## config.mk

```make
export PLATFORM = sky130hd
export DESIGN_NAME = adjacency_matrix_dfs_core
export DESIGN_NICKNAME = d
export VERILOG_FILES = /design/src/amdfs_pkg.sv /design/src/amdfs_adj_mem.sv /design/src/amdfs_stack_mem.sv /design/src/adjacency_matrix_dfs_core.sv
export SDC_FILE = /design/constraint.sdc
export NUM_CORES = 2
export LEC_CHECK = 0
export BUFFER_PORTS_ARGS = -buffer_cell sky130_fd_sc_hd__buf_2
export CORE_AREA = 3 3 401 403
export DETAILED_ROUTE_END_ITERATION = 8
export DIE_AREA = 0 0 404 406
export PLACE_DENSITY = 0.58
export SKIP_LAST_GASP = 1
export SLEW_MARGIN = 20
export SYNTH_ARGS = -nofsm -noshare
export SYNTH_HDL_FRONTEND = slang
export SYNTH_SLANG_ARGS = --single-unit
```

## constraint.sdc

```tcl
create_clock -name clk -period 5.25 [get_ports clk]
set_clock_uncertainty 0.2 [all_clocks]
set_input_delay 1.05 -clock clk [delete_from_list [all_inputs] [get_ports clk]]
set_output_delay 1.05 -clock clk [all_outputs]
set_load 0.01 [all_outputs]
```

## src/amdfs_pkg.sv

```systemverilog
// Shared types, sizes and helper functions for the adjacency-matrix search core.
// Used by every module of the block; depends on nothing.
`default_nettype none

package amdfs_pkg;

    localparam int NUM_VERTICES = 32;
    localparam int MAX_VISITS   = 32;
    localparam int VERT_W       = $clog2(NUM_VERTICES);
    localparam int EXT_W        = VERT_W + 1;
    localparam int ID_W         = 8;
    localparam int CMD_W        = 2;
    localparam int VIS_W        = 5;
    localparam int CNT_W        = $clog2(MAX_VISITS + 1);

    typedef logic [VERT_W-1:0]       vert_t;
    typedef logic [NUM_VERTICES-1:0] row_t;
    typedef logic [EXT_W-1:0]        ext_t;
    typedef logic [ID_W-1:0]         id_t;
    typedef logic [VIS_W-1:0]        vis_t;
    typedef logic [CNT_W-1:0]        cnt_t;

    typedef enum logic [CMD_W-1:0] {
        CMD_ADD    = 2'd0,
        CMD_REMOVE = 2'd1,
        CMD_QUERY  = 2'd2,
        CMD_SEARCH = 2'd3
    } cmd_t;

    typedef struct packed {
        logic  en;
        vert_t addr;
    } adj_rd_t;

    typedef struct packed {
        logic  en;
        vert_t addr;
        row_t  data;
    } adj_wr_t;

    typedef struct packed {
        logic  en;
        vert_t addr;
    } stk_rd_t;

    typedef struct packed {
        logic  en;
        vert_t addr;
        vert_t data;
    } stk_wr_t;

    // One-hot row with only the bit of vertex v set.
    function automatic row_t vert_bit(input vert_t v);
        return row_t'(1) << v;
    endfunction

    // Index of the lowest set bit; zero when no bit is set.
    function automatic vert_t lowest_set(input row_t x);
        vert_t r;
        r = '0;
        for (int i = NUM_VERTICES - 1; i >= 0; i--)
        begin
            if (x[i])
            begin
                r = vert_t'(i);
            end
        end
        return r;
    endfunction

    // Mask of all vertices below the extent.
    function automatic row_t extent_mask(input ext_t e);
        row_t m;
        for (int i = 0; i < NUM_VERTICES; i++)
        begin
            m[i] = (ext_t'(i) < e);
        end
        return m;
    endfunction

endpackage

`default_nettype wire

```

## src/amdfs_adj_mem.sv

```systemverilog
// Adjacency row memory: one write and one registered read per cycle.
// Depends on amdfs_pkg; rows never written read as zero through per-row valid bits.
`default_nettype none

module amdfs_adj_mem
    import amdfs_pkg::*;
(
    input  wire logic    clk,
    input  wire logic    rst_n,
    input  wire adj_rd_t rd_req,
    input  wire adj_wr_t wr_req,
    output row_t         rd_data
);

    row_t                    mem [NUM_VERTICES];
    logic [NUM_VERTICES-1:0] row_vld_reg;
    row_t                    rd_data_reg;

    always_ff @(posedge clk)
    begin
        if (wr_req.en)
        begin
            mem[wr_req.addr] <= wr_req.data;
        end
    end

    // A row reads as zero until it has been written once since reset.
    always_ff @(posedge clk or negedge rst_n)
    begin
        if (!rst_n)
        begin
            row_vld_reg <= '0;
            rd_data_reg <= '0;
        end
        else
        begin
            if (wr_req.en)
            begin
                row_vld_reg[wr_req.addr] <= 1'b1;
            end
            if (rd_req.en)
            begin
                rd_data_reg <= row_vld_reg[rd_req.addr] ? mem[rd_req.addr] : '0;
            end
        end
    end

    assign rd_data = rd_data_reg;

endmodule

`default_nettype wire

```

## src/amdfs_stack_mem.sv

```systemverilog
// Search stack memory of vertex ids: one write and one registered read per cycle.
// Depends on amdfs_pkg; contents are undefined until pushed.
`default_nettype none

module amdfs_stack_mem
    import amdfs_pkg::*;
(
    input  wire logic    clk,
    input  wire stk_rd_t rd_req,
    input  wire stk_wr_t wr_req,
    output vert_t        rd_data
);

    vert_t mem [NUM_VERTICES];
    vert_t rd_data_reg;

    always_ff @(posedge clk)
    begin
        if (wr_req.en)
        begin
            mem[wr_req.addr] <= wr_req.data;
        end
        if (rd_req.en)
        begin
            rd_data_reg <= mem[rd_req.addr];
        end
    end

    assign rd_data = rd_data_reg;

endmodule

`default_nettype wire

```

## src/adjacency_matrix_dfs_core.sv

```systemverilog
// Top level of the adjacency-matrix graph store with depth-first search.
// Depends on amdfs_pkg, amdfs_adj_mem and amdfs_stack_mem.
//
// Usage: one command item enters on the input channel (cmd, vertex_a, vertex_b)
// when in_valid is high and in_stall is low. Add, remove and query each give one
// result item; a search gives one result item per vertex visited, in preorder,
// with last set on the final one. A start outside the graph gives a single item
// with search_empty set, and ids at or beyond the vertex count are flagged with
// out_of_range and the command is ignored.
// Flow: the block works on one command at a time and raises in_stall until its
// last result has been loaded into the output register. A query reads row a;
// an add or remove does one read-modify-write of the adjacency memory per
// endpoint (only one when both endpoints are the same vertex). A search reads
// one adjacency row each step, and a pop reads the stack before that row; the
// walk is cut off at 32 visits.
// Results wait in an output register; while out_stall is high that register
// holds its item and the sequencer pauses at its next result, but a new command
// is taken as soon as the last result of the previous one sits in the register.
// Reset clears the matrix (through per-row valid bits, so no clearing pass), the
// extent and the stack depth, and leaves the output channel empty.
`default_nettype none

module adjacency_matrix_dfs_core
    import amdfs_pkg::*;
(
    input  wire logic             clk,
    input  wire logic             rst_n,
    input  wire logic             in_valid,
    output logic                  in_stall,
    input  wire logic [CMD_W-1:0] cmd,
    input  wire logic [ID_W-1:0]  vertex_a,
    input  wire logic [ID_W-1:0]  vertex_b,
    output logic                  out_valid,
    input  wire logic             out_stall,
    output logic [VIS_W-1:0]      visit_vertex,
    output logic                  edge_present,
    output logic                  search_empty,
    output logic                  out_of_range,
    output logic                  last
);

    typedef enum logic [2:0] {
        S_IDLE,
        S_CHECK,
        S_RMW_A,
        S_RMW_B,
        S_EVAL,
        S_POP,
        S_FLUSH
    } state_t;

    localparam id_t NUM_V_ID = id_t'(NUM_VERTICES);

    state_t state_reg, state_next;
    cmd_t   cmd_reg, cmd_next;
    id_t    a_reg, a_next;
    id_t    b_reg, b_next;
    ext_t   extent_reg, extent_next;
    row_t   visited_reg, visited_next;
    ext_t   depth_reg, depth_next;
    cnt_t   count_reg, count_next;
    vert_t  top_reg, top_next;

    // The pending result: held back until it is known whether it is the last.
    vis_t   pend_vertex_reg, pend_vertex_next;
    logic   pend_edge_reg, pend_edge_next;
    logic   pend_empty_reg, pend_empty_next;
    logic   pend_oor_reg, pend_oor_next;

    logic   out_valid_reg, out_valid_next;
    vis_t   out_vertex_reg, out_vertex_next;
    logic   out_edge_reg, out_edge_next;
    logic   out_empty_reg, out_empty_next;
    logic   out_oor_reg, out_oor_next;
    logic   out_last_reg, out_last_next;

    adj_rd_t adj_rd;
    adj_wr_t adj_wr;
    row_t    adj_rdata;
    stk_rd_t stk_rd;
    stk_wr_t stk_wr;
    vert_t   stk_rdata;

    vert_t a_v;
    vert_t b_v;
    logic  a_oor;
    logic  b_oor;
    row_t  cand;
    vert_t pick;
    ext_t  hi;
    ext_t  depth_m2;
    logic  out_free;
    logic  out_load;
    logic  load_last;

    amdfs_adj_mem u_adj_mem (
        .clk     (clk),
        .rst_n   (rst_n),
        .rd_req  (adj_rd),
        .wr_req  (adj_wr),
        .rd_data (adj_rdata)
    );

    amdfs_stack_mem u_stack_mem (
        .clk     (clk),
        .rd_req  (stk_rd),
        .wr_req  (stk_wr),
        .rd_data (stk_rdata)
    );

    assign a_v      = a_reg[VERT_W-1:0];
    assign b_v      = b_reg[VERT_W-1:0];
    assign a_oor    = (a_reg >= NUM_V_ID);
    assign b_oor    = (b_reg >= NUM_V_ID);
    assign cand     = adj_rdata & ~visited_reg & extent_mask(extent_reg);
    assign pick     = lowest_set(cand);
    assign hi       = ((a_v > b_v) ? ext_t'(a_v) : ext_t'(b_v)) + ext_t'(1);
    assign depth_m2 = depth_reg - ext_t'(2);
    assign out_free = !out_valid_reg || !out_stall;

    assign in_stall     = (state_reg != S_IDLE);
    assign out_valid    = out_valid_reg;
    assign visit_vertex = out_vertex_reg;
    assign edge_present = out_edge_reg;
    assign search_empty = out_empty_reg;
    assign out_of_range = out_oor_reg;
    assign last         = out_last_reg;

    always_comb
    begin
        state_next       = state_reg;
        cmd_next         = cmd_reg;
        a_next           = a_reg;
        b_next           = b_reg;
        extent_next      = extent_reg;
        visited_next     = visited_reg;
        depth_next       = depth_reg;
        count_next       = count_reg;
        top_next         = top_reg;
        pend_vertex_next = pend_vertex_reg;
        pend_edge_next   = pend_edge_reg;
        pend_empty_next  = pend_empty_reg;
        pend_oor_next    = pend_oor_reg;
        adj_rd           = '0;
        adj_wr           = '0;
        stk_rd           = '0;
        stk_wr           = '0;
        out_load         = 1'b0;
        load_last        = 1'b0;

        unique case (state_reg)
            S_IDLE:
            begin
                if (in_valid)
                begin
                    cmd_next   = cmd_t'(cmd);
                    a_next     = vertex_a;
                    b_next     = vertex_b;
                    state_next = S_CHECK;
                end
            end
            S_CHECK:
            begin
                pend_vertex_next = '0;
                pend_edge_next   = 1'b0;
                pend_empty_next  = 1'b0;
                pend_oor_next    = 1'b0;
                if (cmd_reg == CMD_SEARCH)
                begin
                    if (a_oor)
                    begin
                        pend_empty_next = 1'b1;
                        pend_oor_next   = 1'b1;
                        state_next      = S_FLUSH;
                    end
                    else if (a_reg >= id_t'(extent_reg))
                    begin
                        pend_empty_next = 1'b1;
                        state_next      = S_FLUSH;
                    end
                    else
                    begin
                        // The start vertex becomes the first pending visit.
                        visited_next     = vert_bit(a_v);
                        stk_wr           = '{en: 1'b1, addr: '0, data: a_v};
                        depth_next       = ext_t'(1);
                        count_next       = cnt_t'(1);
                        top_next         = a_v;
                        pend_vertex_next = vis_t'(a_v);
                        adj_rd           = '{en: 1'b1, addr: a_v};
                        state_next       = S_EVAL;
                    end
                end
                else if (a_oor || b_oor)
                begin
                    pend_oor_next = 1'b1;
                    state_next    = S_FLUSH;
                end
                else
                begin
                    adj_rd     = '{en: 1'b1, addr: a_v};
                    state_next = S_RMW_A;
                end
            end
            S_RMW_A:
            begin
                unique case (cmd_reg)
                    CMD_QUERY:
                    begin
                        pend_edge_next = adj_rdata[b_v];
                        state_next     = S_FLUSH;
                    end
                    CMD_ADD:
                    begin
                        adj_wr = '{en: 1'b1, addr: a_v, data: adj_rdata | vert_bit(b_v)};
                        if (hi > extent_reg)
                        begin
                            extent_next = hi;
                        end
                        if (a_v != b_v)
                        begin
                            adj_rd     = '{en: 1'b1, addr: b_v};
                            state_next = S_RMW_B;
                        end
                        else
                        begin
                            state_next = S_FLUSH;
                        end
                    end
                    CMD_REMOVE:
                    begin
                        adj_wr = '{en: 1'b1, addr: a_v, data: adj_rdata & ~vert_bit(b_v)};
                        if (a_v != b_v)
                        begin
                            adj_rd     = '{en: 1'b1, addr: b_v};
                            state_next = S_RMW_B;
                        end
                        else
                        begin
                            state_next = S_FLUSH;
                        end
                    end
                    CMD_SEARCH:
                    begin
                        state_next = S_FLUSH;
                    end
                    default:
                    begin
                        state_next = S_FLUSH;
                    end
                endcase
            end
            S_RMW_B:
            begin
                // The read of row b never overlaps the write of row a, as a != b here.
                adj_wr.en   = 1'b1;
                adj_wr.addr = b_v;
                adj_wr.data = (cmd_reg == CMD_ADD) ? (adj_rdata | vert_bit(a_v))
                                                   : (adj_rdata & ~vert_bit(a_v));
                state_next  = S_FLUSH;
            end
            S_EVAL:
            begin
                if (cand != '0)
                begin
                    if (out_free)
                    begin
                        // Release the previous visit and hold the new one back.
                        out_load         = 1'b1;
                        pend_vertex_next = vis_t'(pick);
                        visited_next     = visited_reg | vert_bit(pick);
                        stk_wr           = '{en: 1'b1, addr: depth_reg[VERT_W-1:0], data: pick};
                        depth_next       = depth_reg + ext_t'(1);
                        top_next         = pick;
                        count_next       = count_reg + cnt_t'(1);
                        if (count_reg == cnt_t'(MAX_VISITS - 1))
                        begin
                            state_next = S_FLUSH;
                        end
                        else
                        begin
                            adj_rd = '{en: 1'b1, addr: pick};
                        end
                    end
                end
                else
                begin
                    depth_next = depth_reg - ext_t'(1);
                    if (depth_reg == ext_t'(1))
                    begin
                        state_next = S_FLUSH;
                    end
                    else
                    begin
                        stk_rd     = '{en: 1'b1, addr: depth_m2[VERT_W-1:0]};
                        state_next = S_POP;
                    end
                end
            end
            S_POP:
            begin
                top_next   = stk_rdata;
                adj_rd     = '{en: 1'b1, addr: stk_rdata};
                state_next = S_EVAL;
            end
            S_FLUSH:
            begin
                if (out_free)
                begin
                    out_load   = 1'b1;
                    load_last  = 1'b1;
                    depth_next = '0;
                    state_next = S_IDLE;
                end
            end
            default:
            begin
                state_next = S_IDLE;
            end
        endcase

        out_valid_next  = out_valid_reg;
        out_vertex_next = out_vertex_reg;
        out_edge_next   = out_edge_reg;
        out_empty_next  = out_empty_reg;
        out_oor_next    = out_oor_reg;
        out_last_next   = out_last_reg;
        if (out_load)
        begin
            out_valid_next  = 1'b1;
            out_vertex_next = pend_vertex_reg;
            out_edge_next   = pend_edge_reg;
            out_empty_next  = pend_empty_reg;
            out_oor_next    = pend_oor_reg;
            out_last_next   = load_last;
        end
        else if (!out_stall)
        begin
            out_valid_next = 1'b0;
        end
    end

    always_ff @(posedge clk or negedge rst_n)
    begin
        if (!rst_n)
        begin
            state_reg       <= S_IDLE;
            cmd_reg         <= CMD_ADD;
            a_reg           <= '0;
            b_reg           <= '0;
            extent_reg      <= '0;
            visited_reg     <= '0;
            depth_reg       <= '0;
            count_reg       <= '0;
            top_reg         <= '0;
            pend_vertex_reg <= '0;
            pend_edge_reg   <= 1'b0;
            pend_empty_reg  <= 1'b0;
            pend_oor_reg    <= 1'b0;
            out_valid_reg   <= 1'b0;
            out_vertex_reg  <= '0;
            out_edge_reg    <= 1'b0;
            out_empty_reg   <= 1'b0;
            out_oor_reg     <= 1'b0;
            out_last_reg    <= 1'b0;
        end
        else
        begin
            state_reg       <= state_next;
            cmd_reg         <= cmd_next;
            a_reg           <= a_next;
            b_reg           <= b_next;
            extent_reg      <= extent_next;
            visited_reg     <= visited_next;
            depth_reg       <= depth_next;
            count_reg       <= count_next;
            top_reg         <= top_next;
            pend_vertex_reg <= pend_vertex_next;
            pend_edge_reg   <= pend_edge_next;
            pend_empty_reg  <= pend_empty_next;
            pend_oor_reg    <= pend_oor_next;
            out_valid_reg   <= out_valid_next;
            out_vertex_reg  <= out_vertex_next;
            out_edge_reg    <= out_edge_next;
            out_empty_reg   <= out_empty_next;
            out_oor_reg     <= out_oor_next;
            out_last_reg    <= out_last_next;
        end
    end

    // The stack never holds more entries than there are vertices.
    assert property (@(posedge clk) disable iff (!rst_n)
        depth_reg <= ext_t'(NUM_VERTICES))
        else $error("stack depth beyond vertex count");

    // A search never counts more visits than the result limit.
    assert property (@(posedge clk) disable iff (!rst_n)
        count_reg <= cnt_t'(MAX_VISITS))
        else $error("visit count beyond limit");

    // The vertex whose row is being examined has always been visited.
    assert property (@(posedge clk) disable iff (!rst_n)
        (state_reg == S_EVAL) |-> visited_reg[top_reg])
        else $error("stack top not marked visited");

    // While walking, the stack is never empty.
    assert property (@(posedge clk) disable iff (!rst_n)
        (state_reg == S_EVAL || state_reg == S_POP) |-> (depth_reg != '0))
        else $error("walk with empty stack");

    // An accepted command always starts the sequencer.
    assert property (@(posedge clk) disable iff (!rst_n)
        (in_valid && !in_stall) |=> (state_reg == S_CHECK))
        else $error("accepted command not decoded");

endmodule

`default_nettype wire
```

==> out/summary.json <==
{
  "outcome": {"value": "completed"},
  "yosysSeqAreaShare": {"value": 69.7, "unit": "%"},
  "power_frac_seq": {"value": 38.7, "unit": "%"},
  "p_comb_share": {"value": 32.9, "unit": "%"},
  "cts.htree.levels": {"value": 4},
  "regToRegStartpoint": {"value": "extent_reg[4]"},
  "design.die.area": {"value": 164000, "unit": "sq um"},
  "critical_path.max_stage_delay": {"value": 0.59, "unit": "ns"},
  "syn_area": {"value": 56700, "unit": "sq um"},
  "synth_compound_area_share": {"value": 10.0, "unit": "%"},
  "fmaxAchievable": {"value": 196, "unit": "MHz"},
  "setup_viol": {"value": 0},
  "largest_register_ffs": {"value": 1024},
  "postSynth.topFlopCell": {"value": "sky130_fd_sc_hd__edfxtp_1"},
  "synth_edf_count": {"value": 1189},
  "worst-endpoint-arrival": {"value": 5.56, "unit": "ns"},
  "drt_wl_total": {"value": 171000, "unit": "microns"},
  "inserted_clock_buffers": {"value": 143},
  "clk_path_buf_depth": {"value": 3},
  "layout_setup_ws": {"value": 0.149, "unit": "ns"},
  "power.clock.fraction": {"value": 28.4, "unit": "%"},
  "combinational_family_with_the_most_area_after_synthesis": {"value": "multiplexers"},
  "number_of_search_and_repair_iterations_in_the_first_detailed_routing_pass": {"value": 6},
  "place.detailed.hpwl": {"value": 105000, "unit": "microns"},
  "worstSetupEndpointType": {"value": "flop"},
  "initial_antenna_violation_count": {"value": 2},
  "ys_seq_elements": {"value": 1342},
  "cp-start-kind": {"value": "flop"},
  "report.final.hold_viol_count": {"value": 0},
  "grt_max_degree": {"value": 78},
  "most_repeated_library_cell_on_the_critical_path": {"value": "sky130_fd_sc_hd__buf_12"},
  "final.period_utilization": {"value": 97.2, "unit": "%"},
  "async_s_r_ff_share_synth": {"value": 11.4, "unit": "%"},
  "die_width": {"value": 404, "unit": "microns"},
  "drive_gt1_share": {"value": 23.4, "unit": "%"},
  "clock_sinks": {"value": 1342},
  "fin_nets": {"value": 3984},
  "start_util": {"value": 35.9, "unit": "%"},
  "grt.overflow.total": {"value": 0},
  "cts-hold-fix-buffers": {"value": 0},
  "sw_frac_of_total": {"value": 35.2, "unit": "%"},
  "vdd_drop_max": {"value": 386, "unit": "uV"},
  "final-max-slew-violation-count": {"value": 0},
  "detail-route-antenna-nets": {"value": 0},
  "leakage": {"value": 0.0215, "unit": "uW"},
  "xor_xnor_portion_of_the_synthesized_cell_area": {"value": 0.124, "unit": "%"},
  "final_period_minus_worst_setup_slack": {"value": 5.10, "unit": "ns"},
  "chipHeight": {"value": 406, "unit": "microns"},
  "detailedRoute.firstIterationViolations": {"value": 4361},
  "rows": {"value": 146},
  "pre_cts_slack": {"value": -0.195, "unit": "ns"},
  "worstPathRequired": {"value": 5.70, "unit": "ns"},
  "finalWeightedCongestion": {"value": 0.983},
  "synth.distinct_cells": {"value": 96},
  "synthSimpleGateAreaFrac": {"value": 6.71, "unit": "%"},
  "routed-via-count": {"value": 35632},
  "synth-warning-count": {"value": 0},
  "timing.critical_path.fanout_max": {"value": 21},
  "regMostFlops": {"value": "u_adj_mem.mem"},
  "yosys.area_share.adder": {"value": 0.569, "unit": "%"},
  "detail_route.wl_per_cell": {"value": 28.0, "unit": "microns"},
  "clock_tree.root_cell": {"value": "sky130_fd_sc_hd__clkbuf_16"},
  "vias_per_cell": {"value": 5.82},
  "core": {"value": 158000, "unit": "sq um"},
  "drc_violations_left": {"value": 0},
  "post-route-util": {"value": 41.9, "unit": "%"},
  "r2r_slack": {"value": 0.15, "unit": "ns"},
  "crit-reg2reg-capture": {"value": "u_adj_mem.rd_data[14]"},
  "insertedDiodeCount": {"value": 0},
  "worstHoldPathType": {"value": "input port to async pin"},
  "synth_nets": {"value": 3773},
  "area_delta_synth_final": {"value": 16.7, "unit": "%"},
  "clkTransAtPathRegs": {"value": 0.06, "unit": "ns"},
  "design.portCount": {"value": 33},
  "largestRegisters": {"value": "u_adj_mem.mem x1024, u_stack_mem.mem x160"},
  "unrepaired_setup_endpoints_after_global_routing": {"value": "no"},
  "cpMaxStageDelayCell": {"value": "sky130_fd_sc_hd__or4_4"},
  "cell_internal_pwr": {"value": 22200, "unit": "uW"},
  "crit_path_cell_trace": {"value": "or2_2 > a311oi_1 > o211ai_1 > or4_4 > o31a_1 > nor3_4 > a21oi_4 > buf_12 > buf_12 > buf_12 > mux2_1 > a221oi_1 > o22ai_1 > o21ai_2 > o21ai_1"},
  "syn-instance-count": {"value": 3726},
  "grt_pass1_vias": {"value": 35372},
  "portBuffers": {"value": 32},
  "power.net_switching": {"value": 12000, "unit": "uW"},
  "tritoncts": {"value": "built"},
  "maxCapViolations": {"value": 0},
  "cellPowerDensity": {"value": 518, "unit": "nW/um^2"},
  "relSlewSlack": {"value": 27.9, "unit": "%"},
  "clk-insertion-delay-late": {"value": 0.79, "unit": "ns"},
  "worst-slew-pin-transition": {"value": 1.08, "unit": "ns"},
  "synthMuxAreaShare": {"value": 10.8, "unit": "%"},
  "worstRegToRegCells": {"value": 15},
  "grt_usage": {"value": 20.8, "unit": "%"},
  "wire_length_of_the_first_global_routing_pass": {"value": 250000, "unit": "microns"},
  "setup.worst_path.class": {"value": "flop to flop"},
  "syn_area_per_cell": {"value": 15.2, "unit": "sq um"}
}
[per-stage QoR]
step	hold WS, ns	area (sq um)	total power (uW)	setup TNS, ns	std cells
after CTS	0.129	66100	34200	0	6118
after detailed placement	0.254	61600	24400	-0.458	5860
after floorplan	0.239	56700	19800	0	3726
after global routing	0.176	66200	35600	0	6122
final	0.146	66200	34300	0	6122
after global placement	0.252	61600	24400	-0.237	5860
[cells in the final DEF (no fill, tap or decap), types with 13 or more instances in the layout]
cell and n:
sky130_fd_sc_hd__a211oi_1 21, sky130_fd_sc_hd__a21o_1 15, sky130_fd_sc_hd__a21oi_1 170, sky130_fd_sc_hd__a221oi_1 94, sky130_fd_sc_hd__a311o_1 30, sky130_fd_sc_hd__a31oi_1 13, sky130_fd_sc_hd__a32o_1 32, sky130_fd_sc_hd__and3_1 17
sky130_fd_sc_hd__buf_12 51, sky130_fd_sc_hd__buf_2 31, sky130_fd_sc_hd__buf_4 216, sky130_fd_sc_hd__clkbuf_1 41, sky130_fd_sc_hd__clkbuf_16 146, sky130_fd_sc_hd__clkinv_1 18, sky130_fd_sc_hd__clkinv_2 22, sky130_fd_sc_hd__dfrtp_1 149
sky130_fd_sc_hd__edfxtp_1 1189, sky130_fd_sc_hd__ha_1 25, sky130_fd_sc_hd__inv_1 27, sky130_fd_sc_hd__mux2_1 18, sky130_fd_sc_hd__mux2_2 168, sky130_fd_sc_hd__mux2i_1 118, sky130_fd_sc_hd__mux4_2 125, sky130_fd_sc_hd__nand2_1 262
sky130_fd_sc_hd__nand2b_1 28, sky130_fd_sc_hd__nand3_1 39, sky130_fd_sc_hd__nor2_1 198, sky130_fd_sc_hd__nor2_4 35, sky130_fd_sc_hd__nor2b_1 39, sky130_fd_sc_hd__nor3_1 75, sky130_fd_sc_hd__o211ai_1 47, sky130_fd_sc_hd__o21ai_0 108
sky130_fd_sc_hd__o21ai_1 89, sky130_fd_sc_hd__o22ai_1 71, sky130_fd_sc_hd__o22ai_2 24, sky130_fd_sc_hd__or2_2 42
[area by class of cell]
| cell class | count | area [sq um] |
|---|---|---|
| flip-flops and latches | 1342 | 39500 |
| clock buffers | 194 | 3900 |
| repair buffers | 299 | 2810 |
| inverters | 32 | 121 |
| fillers | 14246 | 91600 |
| clock inverters | 64 | 576 |
| well taps | 2072 | 2590 |
| multi-input cells | 2119 | 16600 |
[routing by layer]
layer | vias up | global-route usage [%] | part of all wire, %
li1 | 15219 | - | -
met1 | 18439 | 29.1 | 42
met2 | 1630 | 32.1 | 46
met3 | 344 | 3.93 | 8.2
met4 | 0 | 7.90 | 3.8
met5 | - | 0 | 0
[Yosys cell counts (all sizes together) (78+ instances only)]
master	count	share of area, %
o22ai	105	1.2
nor3	78	0.72
dfrtp	153	6.8
a21oi	173	1.5
mux2	187	3.7
a221oi	96	1.5
nor2	236	1.6
edfxtp	1189	63
nand2	265	1.8
buf	85	0.91
o21ai	202	1.8
mux2i	118	2.1
mux4	125	5.0
clkbuf	148	0.99
[power groups by stage]
stage	Sequential [uW]	Combinational, uW	Clock [uW]
after floorplan	13200	6670	0
after global placement	13400	10900	0
after detailed placement	13400	11000	0
after CTS	13200	11100	9910
after global routing	13300	12000	10300
final	13300	11300	9740
[cell families (layout without fill, tap and decap cells)]
group | after synthesis | after routing
compound gates | 842 | 842
fa+ha+maj | 26 | 26
xor+xnor | 8 | 8
flops | 1342 | 1342
simple gates | 813 | 813
mux | 430 | 430
buf+inv | 265 | 589
[worst max path at each step]
stage,to,slack [ns],cells after the start,startpoint
after floorplan,u_adj_mem.rd_data[0],0.65,17,extent_reg[5]
after global placement,u_adj_mem.rd_data[15],-0.12,15,extent_reg[4]
after detailed placement,u_adj_mem.rd_data[15],-0.19,18,extent_reg[4]
after CTS,u_adj_mem.rd_data[27],0.006,15,extent_reg[5]
after global routing,u_adj_mem.rd_data[14],0.02,15,extent_reg[4]
final,u_adj_mem.rd_data[14],0.15,15,extent_reg[4]
[timing repair]
item,in CTS,in global routing
resized for setup,5,12
setup buffers,0,4
setup endpoints to repair,6,25
pin swaps,0,2
[critical path: cells and delay by family, from the launching register on]
| kind | cells | cell delay [ns] |
|---|---|---|
| AO/OA/AOI/OAI | 8 | 2.03 |
| buffers and inverters | 3 | 0.55 |
| flip-flops | 1 | 0.57 |
| multiplexers | 1 | 0.35 |
| AND/OR/NAND/NOR | 3 | 1.22 |
No activity file was read; power rests on OpenSTA's default activity.
